--- src/rtl/dss_pkg.sv ---
`default_nettype none
// ----------------------------------------------------------------------------
// dss_pkg: shared types and constants of the delimiter stream splitter
// Transaction payloads, configuration register indexes and reset values.
// ----------------------------------------------------------------------------
package dss_pkg;

    // Configuration port
    localparam int CFG_IDX_W   = 2;
    localparam int CFG_DATA_W  = 64;
    localparam int DELIM_LEN_W = 4;

    localparam logic [CFG_IDX_W-1:0] CFG_DELIM_BYTES  = 2'd0;
    localparam logic [CFG_IDX_W-1:0] CFG_DELIM_LENGTH = 2'd1;

    // Default delimiter is CR LF
    localparam logic [CFG_DATA_W-1:0]  DELIM_BYTES_RST  = 64'h0000_0000_0000_0A0D;
    localparam logic [DELIM_LEN_W-1:0] DELIM_LENGTH_RST = 4'd2;

    // Input transaction
    typedef struct packed {
        logic [7:0] in_byte;
        logic       has_byte;
        logic       input_end;
    } t_in_item;

    // Output transaction
    typedef struct packed {
        logic [7:0] out_byte;
        logic       token_end;
        logic       empty_result;
        logic       run_last;
    } t_out_item;

    // Per-item control results of the split step
    typedef struct packed {
        logic held_valid;
        logic started;
        logic empty_result;
    } t_step_ctl;

endpackage
`default_nettype wire

--- src/rtl/delimiter_stream_splitter.sv ---
`default_nettype none
// ----------------------------------------------------------------------------
// delimiter_stream_splitter: streaming multi-byte delimiter split
// Splits a byte stream into tokens at every occurrence of a delimiter of up
// to MAX_DELIM_BYTES bytes and emits the token bytes one per transaction.
// ----------------------------------------------------------------------------
// An input transaction is taken into an input register; the split step then
// moves it into a result bundle of up to MAX_DELIM_BYTES+1 token bytes, which
// drains one output transaction per cycle while the receiver is ready. Plain
// token bytes thus flow at one byte per cycle unless the output stalls; an
// item that releases n bytes (a flush at string end, or bytes leaving the
// window after a failed partial match) holds the bundle until all n, up to
// MAX_DELIM_BYTES+1, have drained, and that drain sets the rate. The first
// result reaches the output via the input register and the result bundle.
// Configuration must be written while idle; the block does not enforce it.
// ----------------------------------------------------------------------------
module delimiter_stream_splitter #(
    parameter int MAX_DELIM_BYTES = 8
) (
    input  wire logic                             i_clk,
    input  wire logic                             i_rst_n,
    input  wire logic                             i_in_valid,
    output logic                                  o_in_ready,
    input  dss_pkg::t_in_item                     i_in_item,
    output logic                                  o_out_valid,
    input  wire logic                             i_out_ready,
    output dss_pkg::t_out_item                    o_out_item,
    input  wire logic                             i_cfg_we,
    input  wire logic [dss_pkg::CFG_IDX_W-1:0]    i_cfg_index,
    input  wire logic [dss_pkg::CFG_DATA_W-1:0]   i_cfg_wdata
);
    import dss_pkg::*;

    localparam int WB = 8*MAX_DELIM_BYTES;
    localparam int FW = $clog2(MAX_DELIM_BYTES+1);
    localparam int CW = $clog2(MAX_DELIM_BYTES+2);
    localparam int BB = 8*(MAX_DELIM_BYTES+1);

    // configuration
    logic [CFG_DATA_W-1:0]  r_delim;
    logic [DELIM_LEN_W-1:0] r_delim_len;

    // input register
    logic     r_in_valid;
    t_in_item r_in_item;

    // split state
    logic [WB-1:0] r_window;
    logic [FW-1:0] r_fill;
    logic [7:0]    r_held_byte;
    logic          r_held_valid;
    logic          r_started;

    // result bundle
    logic [BB-1:0]            r_bytes;
    logic [MAX_DELIM_BYTES:0] r_ends;
    logic [CW-1:0]            r_cnt;
    logic                     r_empty;

    // step outputs
    logic [WB-1:0]            n_window;
    logic [FW-1:0]            n_fill;
    logic [7:0]               n_held_byte;
    t_step_ctl                n_ctl;
    logic [BB-1:0]            n_bytes;
    logic [MAX_DELIM_BYTES:0] n_ends;
    logic [CW-1:0]            n_cnt;

    logic in_fire;
    logic out_fire;
    logic bundle_free;
    logic load;

    // Handshakes
    assign out_fire    = o_out_valid && i_out_ready;
    assign bundle_free = (r_cnt == '0) || ((r_cnt == CW'(1)) && i_out_ready);
    assign load        = r_in_valid && bundle_free;
    assign o_in_ready  = !r_in_valid || load;
    assign in_fire     = i_in_valid && o_in_ready;

    // Output transaction from the head of the bundle
    assign o_out_valid             = (r_cnt != '0);
    assign o_out_item.out_byte     = r_bytes[7:0];
    assign o_out_item.token_end    = r_ends[0];
    assign o_out_item.empty_result = r_empty;
    assign o_out_item.run_last     = (r_cnt == CW'(1));

    // Split step
    dss_step #(
        .MAX_DELIM_BYTES (MAX_DELIM_BYTES)
    ) u_step (
        .i_item       (r_in_item),
        .i_window     (r_window),
        .i_fill       (r_fill),
        .i_held_byte  (r_held_byte),
        .i_held_valid (r_held_valid),
        .i_started    (r_started),
        .i_delim      (r_delim[WB-1:0]),
        .i_delim_len  (r_delim_len),
        .o_window     (n_window),
        .o_fill       (n_fill),
        .o_held_byte  (n_held_byte),
        .o_ctl        (n_ctl),
        .o_bytes      (n_bytes),
        .o_ends       (n_ends),
        .o_count      (n_cnt)
    );

    // Control and state registers
    always_ff @(posedge i_clk) begin
        if (!i_rst_n) begin
            r_delim      <= DELIM_BYTES_RST;
            r_delim_len  <= DELIM_LENGTH_RST;
            r_in_valid   <= 1'b0;
            r_window     <= '0;
            r_fill       <= '0;
            r_held_byte  <= '0;
            r_held_valid <= 1'b0;
            r_started    <= 1'b0;
            r_cnt        <= '0;
            r_empty      <= 1'b0;
        end else begin
            // register writes
            if (i_cfg_we) begin
                case (i_cfg_index)
                    CFG_DELIM_BYTES: begin
                        r_delim <= i_cfg_wdata;
                    end
                    CFG_DELIM_LENGTH: begin
                        r_delim_len <= i_cfg_wdata[DELIM_LEN_W-1:0];
                    end
                    default: begin
                    end
                endcase
            end

            // input register occupancy
            if (in_fire) begin
                r_in_valid <= 1'b1;
            end else if (load) begin
                r_in_valid <= 1'b0;
            end

            // split state and bundle count
            if (load) begin
                r_window     <= n_window;
                r_fill       <= n_fill;
                r_held_byte  <= n_held_byte;
                r_held_valid <= n_ctl.held_valid;
                r_started    <= n_ctl.started;
                r_cnt        <= n_cnt;
                r_empty      <= n_ctl.empty_result;
            end else if (out_fire) begin
                r_cnt <= r_cnt - CW'(1);
            end
        end
    end

    // Payload registers
    always_ff @(posedge i_clk) begin
        if (in_fire) begin
            r_in_item <= i_in_item;
        end
        if (load) begin
            r_bytes <= n_bytes;
            r_ends  <= n_ends;
        end else if (out_fire) begin
            r_bytes <= r_bytes >> 8;
            r_ends  <= r_ends >> 1;
        end
    end

    // Checks
    a_empty_alone: assert property (@(posedge i_clk) disable iff (!i_rst_n)
        o_out_valid && r_empty |-> r_cnt == CW'(1))
        else $error("empty token shares its bundle with other results");

    a_fill_bound: assert property (@(posedge i_clk) disable iff (!i_rst_n)
        r_fill < FW'(MAX_DELIM_BYTES))
        else $error("match window holds a full delimiter");

    a_end_clears: assert property (@(posedge i_clk) disable iff (!i_rst_n)
        load && r_in_item.input_end |=> (r_fill == '0) && !r_held_valid && !r_started)
        else $error("string end left pending bytes");

    a_bundle_hold: assert property (@(posedge i_clk) disable iff (!i_rst_n)
        o_out_valid && !i_out_ready |=> r_cnt == $past(r_cnt))
        else $error("stalled bundle was overwritten");

    a_drain: assert property (@(posedge i_clk) disable iff (!i_rst_n)
        out_fire && (r_cnt == CW'(1)) && !load |=> !o_out_valid)
        else $error("result shown after the last one was taken");

endmodule
`default_nettype wire

--- src/rtl/dss_step.sv ---
`default_nettype none
// ----------------------------------------------------------------------------
// dss_step: split step for one input item
// Appends the byte to the match window, finds the longest window suffix
// that is still a delimiter prefix, and builds the ordered list of token
// bytes released by the item together with the next window and held byte.
// ----------------------------------------------------------------------------
module dss_step #(
    parameter int MAX_DELIM_BYTES = 8
) (
    input  dss_pkg::t_in_item                         i_item,
    input  wire logic [8*MAX_DELIM_BYTES-1:0]         i_window,
    input  wire logic [$clog2(MAX_DELIM_BYTES+1)-1:0] i_fill,
    input  wire logic [7:0]                           i_held_byte,
    input  wire logic                                 i_held_valid,
    input  wire logic                                 i_started,
    input  wire logic [8*MAX_DELIM_BYTES-1:0]         i_delim,
    input  wire logic [dss_pkg::DELIM_LEN_W-1:0]      i_delim_len,
    output logic [8*MAX_DELIM_BYTES-1:0]              o_window,
    output logic [$clog2(MAX_DELIM_BYTES+1)-1:0]      o_fill,
    output logic [7:0]                                o_held_byte,
    output dss_pkg::t_step_ctl                        o_ctl,
    output logic [8*(MAX_DELIM_BYTES+1)-1:0]          o_bytes,
    output logic [MAX_DELIM_BYTES:0]                  o_ends,
    output logic [$clog2(MAX_DELIM_BYTES+2)-1:0]      o_count
);
    import dss_pkg::*;

    localparam int WB = 8*MAX_DELIM_BYTES;
    localparam int FW = $clog2(MAX_DELIM_BYTES+1);
    localparam int CW = $clog2(MAX_DELIM_BYTES+2);
    localparam int BB = 8*(MAX_DELIM_BYTES+1);

    logic                     has;
    logic                     fin;
    logic [FW-1:0]            s_fill;
    logic [FW-1:0]            act_len;
    logic [FW-1:0]            k_sel;
    logic [FW-1:0]            m_len;
    logic [WB-1:0]            seq;
    logic [MAX_DELIM_BYTES:0] cand;
    logic                     close_hit;
    logic                     empty_in;
    logic [CW-1:0]            b_len;
    logic [CW-1:0]            cnt;
    logic [BB-1:0]            b_list;

    assign has = i_item.has_byte;
    assign fin = i_item.input_end;

    // Window with the new byte appended
    assign s_fill = i_fill + FW'(has);
    assign seq    = has ? (i_window | (WB'(i_item.in_byte) << {i_fill, 3'b000})) : i_window;

    // Length in use, clamped to the window size
    always_comb begin
        if (i_delim_len > DELIM_LEN_W'(MAX_DELIM_BYTES)) begin
            act_len = FW'(MAX_DELIM_BYTES);
        end else begin
            act_len = FW'(i_delim_len);
        end
    end

    // Candidate cut points: suffix starting at kk matches a delimiter prefix
    always_comb begin
        for (int kk = 0; kk <= MAX_DELIM_BYTES; kk++) begin
            cand[kk] = (kk <= int'(s_fill)) && ((int'(s_fill) - kk) <= int'(act_len));
            for (int j = 0; j < MAX_DELIM_BYTES - kk; j++) begin
                if ((j + kk < int'(s_fill)) &&
                    (seq[8*(j+kk) +: 8] != i_delim[8*j +: 8])) begin
                    cand[kk] = 1'b0;
                end
            end
        end
    end

    // Leftmost cut point; the empty suffix always qualifies
    always_comb begin
        k_sel = s_fill;
        if (has) begin
            for (int kk = MAX_DELIM_BYTES; kk >= 0; kk--) begin
                if (cand[kk]) begin
                    k_sel = FW'(kk);
                end
            end
        end
    end

    assign m_len     = s_fill - k_sel;
    assign close_hit = has && (m_len == act_len) && (m_len != '0);
    assign empty_in  = fin && !has && !i_started;

    // Released byte list: held byte first, then bytes cut off the window
    assign b_list = i_held_valid ? {seq, i_held_byte} : {8'h00, seq};
    assign b_len  = CW'(i_held_valid) +
                    ((fin && !close_hit) ? CW'(s_fill) : CW'(k_sel));

    // Bytes that leave now; without a token end the last one stays held
    always_comb begin
        if (empty_in) begin
            cnt = CW'(1);
        end else if (!has && !fin) begin
            cnt = '0;
        end else if (fin || close_hit) begin
            cnt = b_len;
        end else if (b_len != '0) begin
            cnt = b_len - CW'(1);
        end else begin
            cnt = '0;
        end
    end

    assign o_count = cnt;

    // Next state and result flags
    always_comb begin
        o_bytes          = b_list;
        o_ends           = '0;
        o_window         = i_window;
        o_fill           = i_fill;
        o_held_byte      = i_held_byte;
        o_ctl.held_valid   = i_held_valid;
        o_ctl.started      = i_started;
        o_ctl.empty_result = 1'b0;
        if (empty_in) begin
            // empty string: one empty token
            o_bytes            = '0;
            o_ends             = (MAX_DELIM_BYTES+1)'(1);
            o_ctl.empty_result = 1'b1;
            o_window           = '0;
            o_fill             = '0;
            o_held_byte        = '0;
            o_ctl.held_valid   = 1'b0;
            o_ctl.started      = 1'b0;
        end else if (has || fin) begin
            for (int i = 0; i <= MAX_DELIM_BYTES; i++) begin
                o_ends[i] = (close_hit && (CW'(i+1) == CW'(i_held_valid) + CW'(k_sel))) ||
                            (fin && (CW'(i+1) == cnt));
            end
            if (fin || close_hit) begin
                o_window         = '0;
                o_fill           = '0;
                o_held_byte      = '0;
                o_ctl.held_valid = 1'b0;
            end else begin
                o_window         = seq >> {k_sel, 3'b000};
                o_fill           = m_len;
                o_ctl.held_valid = (b_len != '0);
                for (int i = 0; i <= MAX_DELIM_BYTES; i++) begin
                    if (CW'(i+1) == b_len) begin
                        o_held_byte = b_list[8*i +: 8];
                    end
                end
            end
            o_ctl.started = !fin;
        end
    end

endmodule
`default_nettype wire

--- config.mk ---
export PLATFORM = sky130hd
export DESIGN_NAME = delimiter_stream_splitter
export DESIGN_NICKNAME = d
export VERILOG_FILES = /design/src/rtl/dss_pkg.sv /design/src/rtl/delimiter_stream_splitter.sv /design/src/rtl/dss_step.sv
export SDC_FILE = /design/constraint.sdc
export NUM_CORES = 1
export LEC_CHECK = 0
export BUFFER_PORTS_ARGS = -buffer_cell sky130_fd_sc_hd__buf_2
export CAP_MARGIN = 0
export CELL_PAD_IN_SITES_DETAIL_PLACEMENT = 0
export CELL_PAD_IN_SITES_GLOBAL_PLACEMENT = 1
export CORE_MARGIN = 1
export CORE_UTILIZATION = 48
export DETAILED_ROUTE_END_ITERATION = 7
export PLACE_DENSITY_LB_ADDON = 0.1
export SETUP_SLACK_MARGIN = 0.15
export SLEW_MARGIN = 20
export SYNTH_ARGS = -nofsm -noshare
export SYNTH_HDL_FRONTEND = slang
export SYNTH_HIERARCHICAL = 1
export SYNTH_SLANG_ARGS = --single-unit
--- constraint.sdc ---
create_clock -name i_clk -period 11.52 [get_ports i_clk]
set_input_delay 1.728 -clock i_clk [delete_from_list [all_inputs] [get_ports i_clk]]
set_output_delay 1.728 -clock i_clk [all_outputs]
set_load 0.02 [all_outputs]
==> metrics.yaml <==
timing:
  finalCriticalPeriod_ns: 10.69
  skew_ns: 0.0259
  fmax_mhz: 93.5
  setup_viol_count_final: 0
  fin_crit_sh_pct: 92.8
  worst_pin_slew_ns: 1.29
  max_slew_margin_pct: 13.1
  fin_ws_ns: 0.827
  hold_viol_final: 0
  rsz0062_at_grt: "no"
  slew_violations: 0
  tns_ns: 0
grt:
  antenna_found_initial: 4
  grtUsageTotal_pct: 42.3
  overflow: 0
  grt_pass1_vias: 21500
  grt_start_max_net_pins: 165
  grt_pass1_wl_um: 148000
place:
  dp_slack_ns: 1.29
  port_buffers: 93
  dp_hpwl_um: 72000
  gp_congestion: 1.09
synthesis:
  yosys_most_used_dff: "dfxtp_1"
  ys_types: 102
  yosysSeqAreaShare_pct: 25.9
  syn_nets: 3048
  syn_inst: 2926
  yosys_warnings: 6
  netlist_top_cells_count: "724 x nand2_1, 206 x xnor2_1, 152 x dfxtp_1, 143 x a21boi_0, 138 x nor2_1"
  netlist_top_cells_area: "dfxtp_1 14%, edfxtp_1 12%, nand2_1 12%, xnor2_1 8.1%, a21boi_0 4.8%"
  synth_edf_count: 91
  synth-async-reset-ratio_pct: 0
  syn_area_um2: 22300
  yosysTopAreaCell: "dfxtp_1"
  yosysMostFrequentCell: "nand2_1"
  yosys.area.top_type_share_pct: 13.6
  syn_area_per_cell_um2: 7.63
  synth.ff_latch_count: 243
clocking:
  cts_hold_buf: 0
  h-tree-depth: 1
  insertion_delay_ns: 0.61
  clockRootBuffer: "clkbuf_16"
  cts_sinks: 243
  cts_buffer_depth: 3
  tritoncts: "done"
  path_clk_slew_ns: 0.07
  cts-resized-gates: 0
  post_cts_buffers: 0
  cts_made_buffers: 29
pwr:
  combinationalPowerShare_pct: 40.5
  sequentialPowerShare_pct: 32.8
  intPower_mw: 2.23
  vdd_drop_max_uv: 211
  p_leak_nw: 8.82
  net-switching-power_mw: 1.62
  power.density_nw_per_um2: 161
  p_clk_share_pct: 26.7
  switching_share_pct: 42.1
layout:
  register_area_um2: 5780
  final_util_pct: 52.6
  multi_input_area_um2: 15200
  nFillCells: 4512
  drive_gt1_share_pct: 12.5
  layout.nets: 2975
  area_delta_synth_final_pct: 7.38
worst_setup_path:
  max_stage_delay_ns: 0.80
  path_class: "reg2reg"
  endpoint_kind: "flop"
  required_ns: 12.05
  cp_max_fo: 17
  critPathArrivalTime_ns: 11.22
  start_kind: "flop"
  slowest_stage: "xor2_1"
routing:
  drt_iter0_drc: 3273
  wl_per_cell_um: 29.4
  ant_nets: 0
  routed_wl_um: 102000
  vias_per_cell: 6.74
  drt_drc_violations_left: 0
  vias: 23400
  drt_pass1_iterations: 6
run:
  drv_cap: 0
floorplanning:
  die_h_um: 218
  coreArea_um2: 45600
  start_util_pct: 49.0
  ios: 94
  fp-row-count: 78
  dieArea_um2: 47400
  fp.dieW_um: 218
run_status:
  status: "finished, final reports clean"
min_path:
  min_path_type: "reg2reg"
## layout make-up
class | count | area share [%]
clock inverter | 15 | 0.882
inverter | 49 | 0.767
timing repair buffer | 168 | 4.37
tap | 600 | 3.13
clock buffer | 39 | 3.49
sequential | 243 | 24.1
antenna | 2 | 0.0209
multi-input combinational | 2362 | 63.2
## worst max-delay path, delay by kind of cell (launching register included)
kind                       cells  cell delay [ns]
adders and majority gates      4             1.38
and+or+nand+nor                8             2.69
xor gates and xnor gates       2             1.11
muxes                          1             0.37
buffers and inverters          4             1.09
AOI/OAI and AO/OA             13             3.32
DFF                            1             0.66
## metrics by stage
step / std cells / hold WS (ns) / instance area [um^2] / total power, mW
2_1_floorplan: 2926 / 0.439 / 22300 / 2.32
3_3_place_gp: 3421 / 0.452 / 22900 / 2.76
3_5_place_dp: 3422 / 0.466 / 22900 / 2.78
4_1_cts: 3476 / 0.490 / 23900 / 3.81
5_1_grt: 3476 / 0.505 / 24000 / 4.00
6_report: 3478 / 0.489 / 24000 / 3.85
## per-layer routing
| metal | wire (um) | vias up | global-route usage [%] |
|---|---|---|---|
| li1 | - | 10300 | - |
| met1 | 42100 | 11100 | 57.9 |
| met2 | 39700 | 1654 | 57.8 |
| met3 | 13500 | 420 | 13.1 |
| met4 | 7000 | 4 | 24.2 |
| met5 | 29 | - | 0 |
## final timing paths
path / start / end / slack [ns] / depth (start not counted)
worst max register to register: r_fill[0]$_SDFFE_PN0P_ / r_held_byte[4]$_SDFFE_PN0P_ / 0.83 / 32
worst min-delay path: r_window[7]$_SDFFE_PN0P_ / r_window[7]$_SDFFE_PN0P_ / 0.49 / 2
worst min register to register: r_window[7]$_SDFFE_PN0P_ / r_window[7]$_SDFFE_PN0P_ / 0.49 / 2
worst max-delay path: r_fill[0]$_SDFFE_PN0P_ / r_held_byte[4]$_SDFFE_PN0P_ / 0.83 / 32
## registers in the layout, summed over array words and instances, names as in the netlist, 4 cells and up
signal       flops
r_delim_len      4
r_fill           4
r_bytes         72
r_cnt            4
r_window        64
r_in_item       10
r_delim         64
r_ends           9
r_held_byte      8
## logic make-up (layout without fill, tap and decap cells)
family / Yosys count / in the layout / synth area share (%)
AOI/OAI and AO/OA: 816 / 816 / 27.0
xor gates and xnor gates: 226 / 226 / 8.93
adders and majority gates: 41 / 41 / 2.33
buffers and inverters: 321 / 271 / 6.58
DFF: 243 / 243 / 25.9
muxes: 131 / 131 / 6.04
other: 0 / 2 / 0
and+or+nand+nor: 1148 / 1148 / 23.2
## layout by cell type (no fill, tap or decap), drive strengths merged, types with 55 or more instances in the layout
cell type / count
nand2: 725
xnor2: 208
buf: 168
a21oi: 156
dfxtp: 152
a21boi: 144
nor2: 139
mux2i: 104
o21ai: 101
edfxtp: 91
a211oi: 85
o31ai: 58
nor4: 55
## power groups by stage
stage | combinational [mW] | sequential (mW) | clock, mW
after CTS | 1.51 | 1.26 | 1.04
after global placement | 1.50 | 1.27 | 0
after detailed placement | 1.51 | 1.28 | 0
after floorplan | 1.11 | 1.21 | 0
final | 1.56 | 1.26 | 1.03
after global routing | 1.66 | 1.28 | 1.07
No activity file was read; power rests on OpenSTA's default activity.
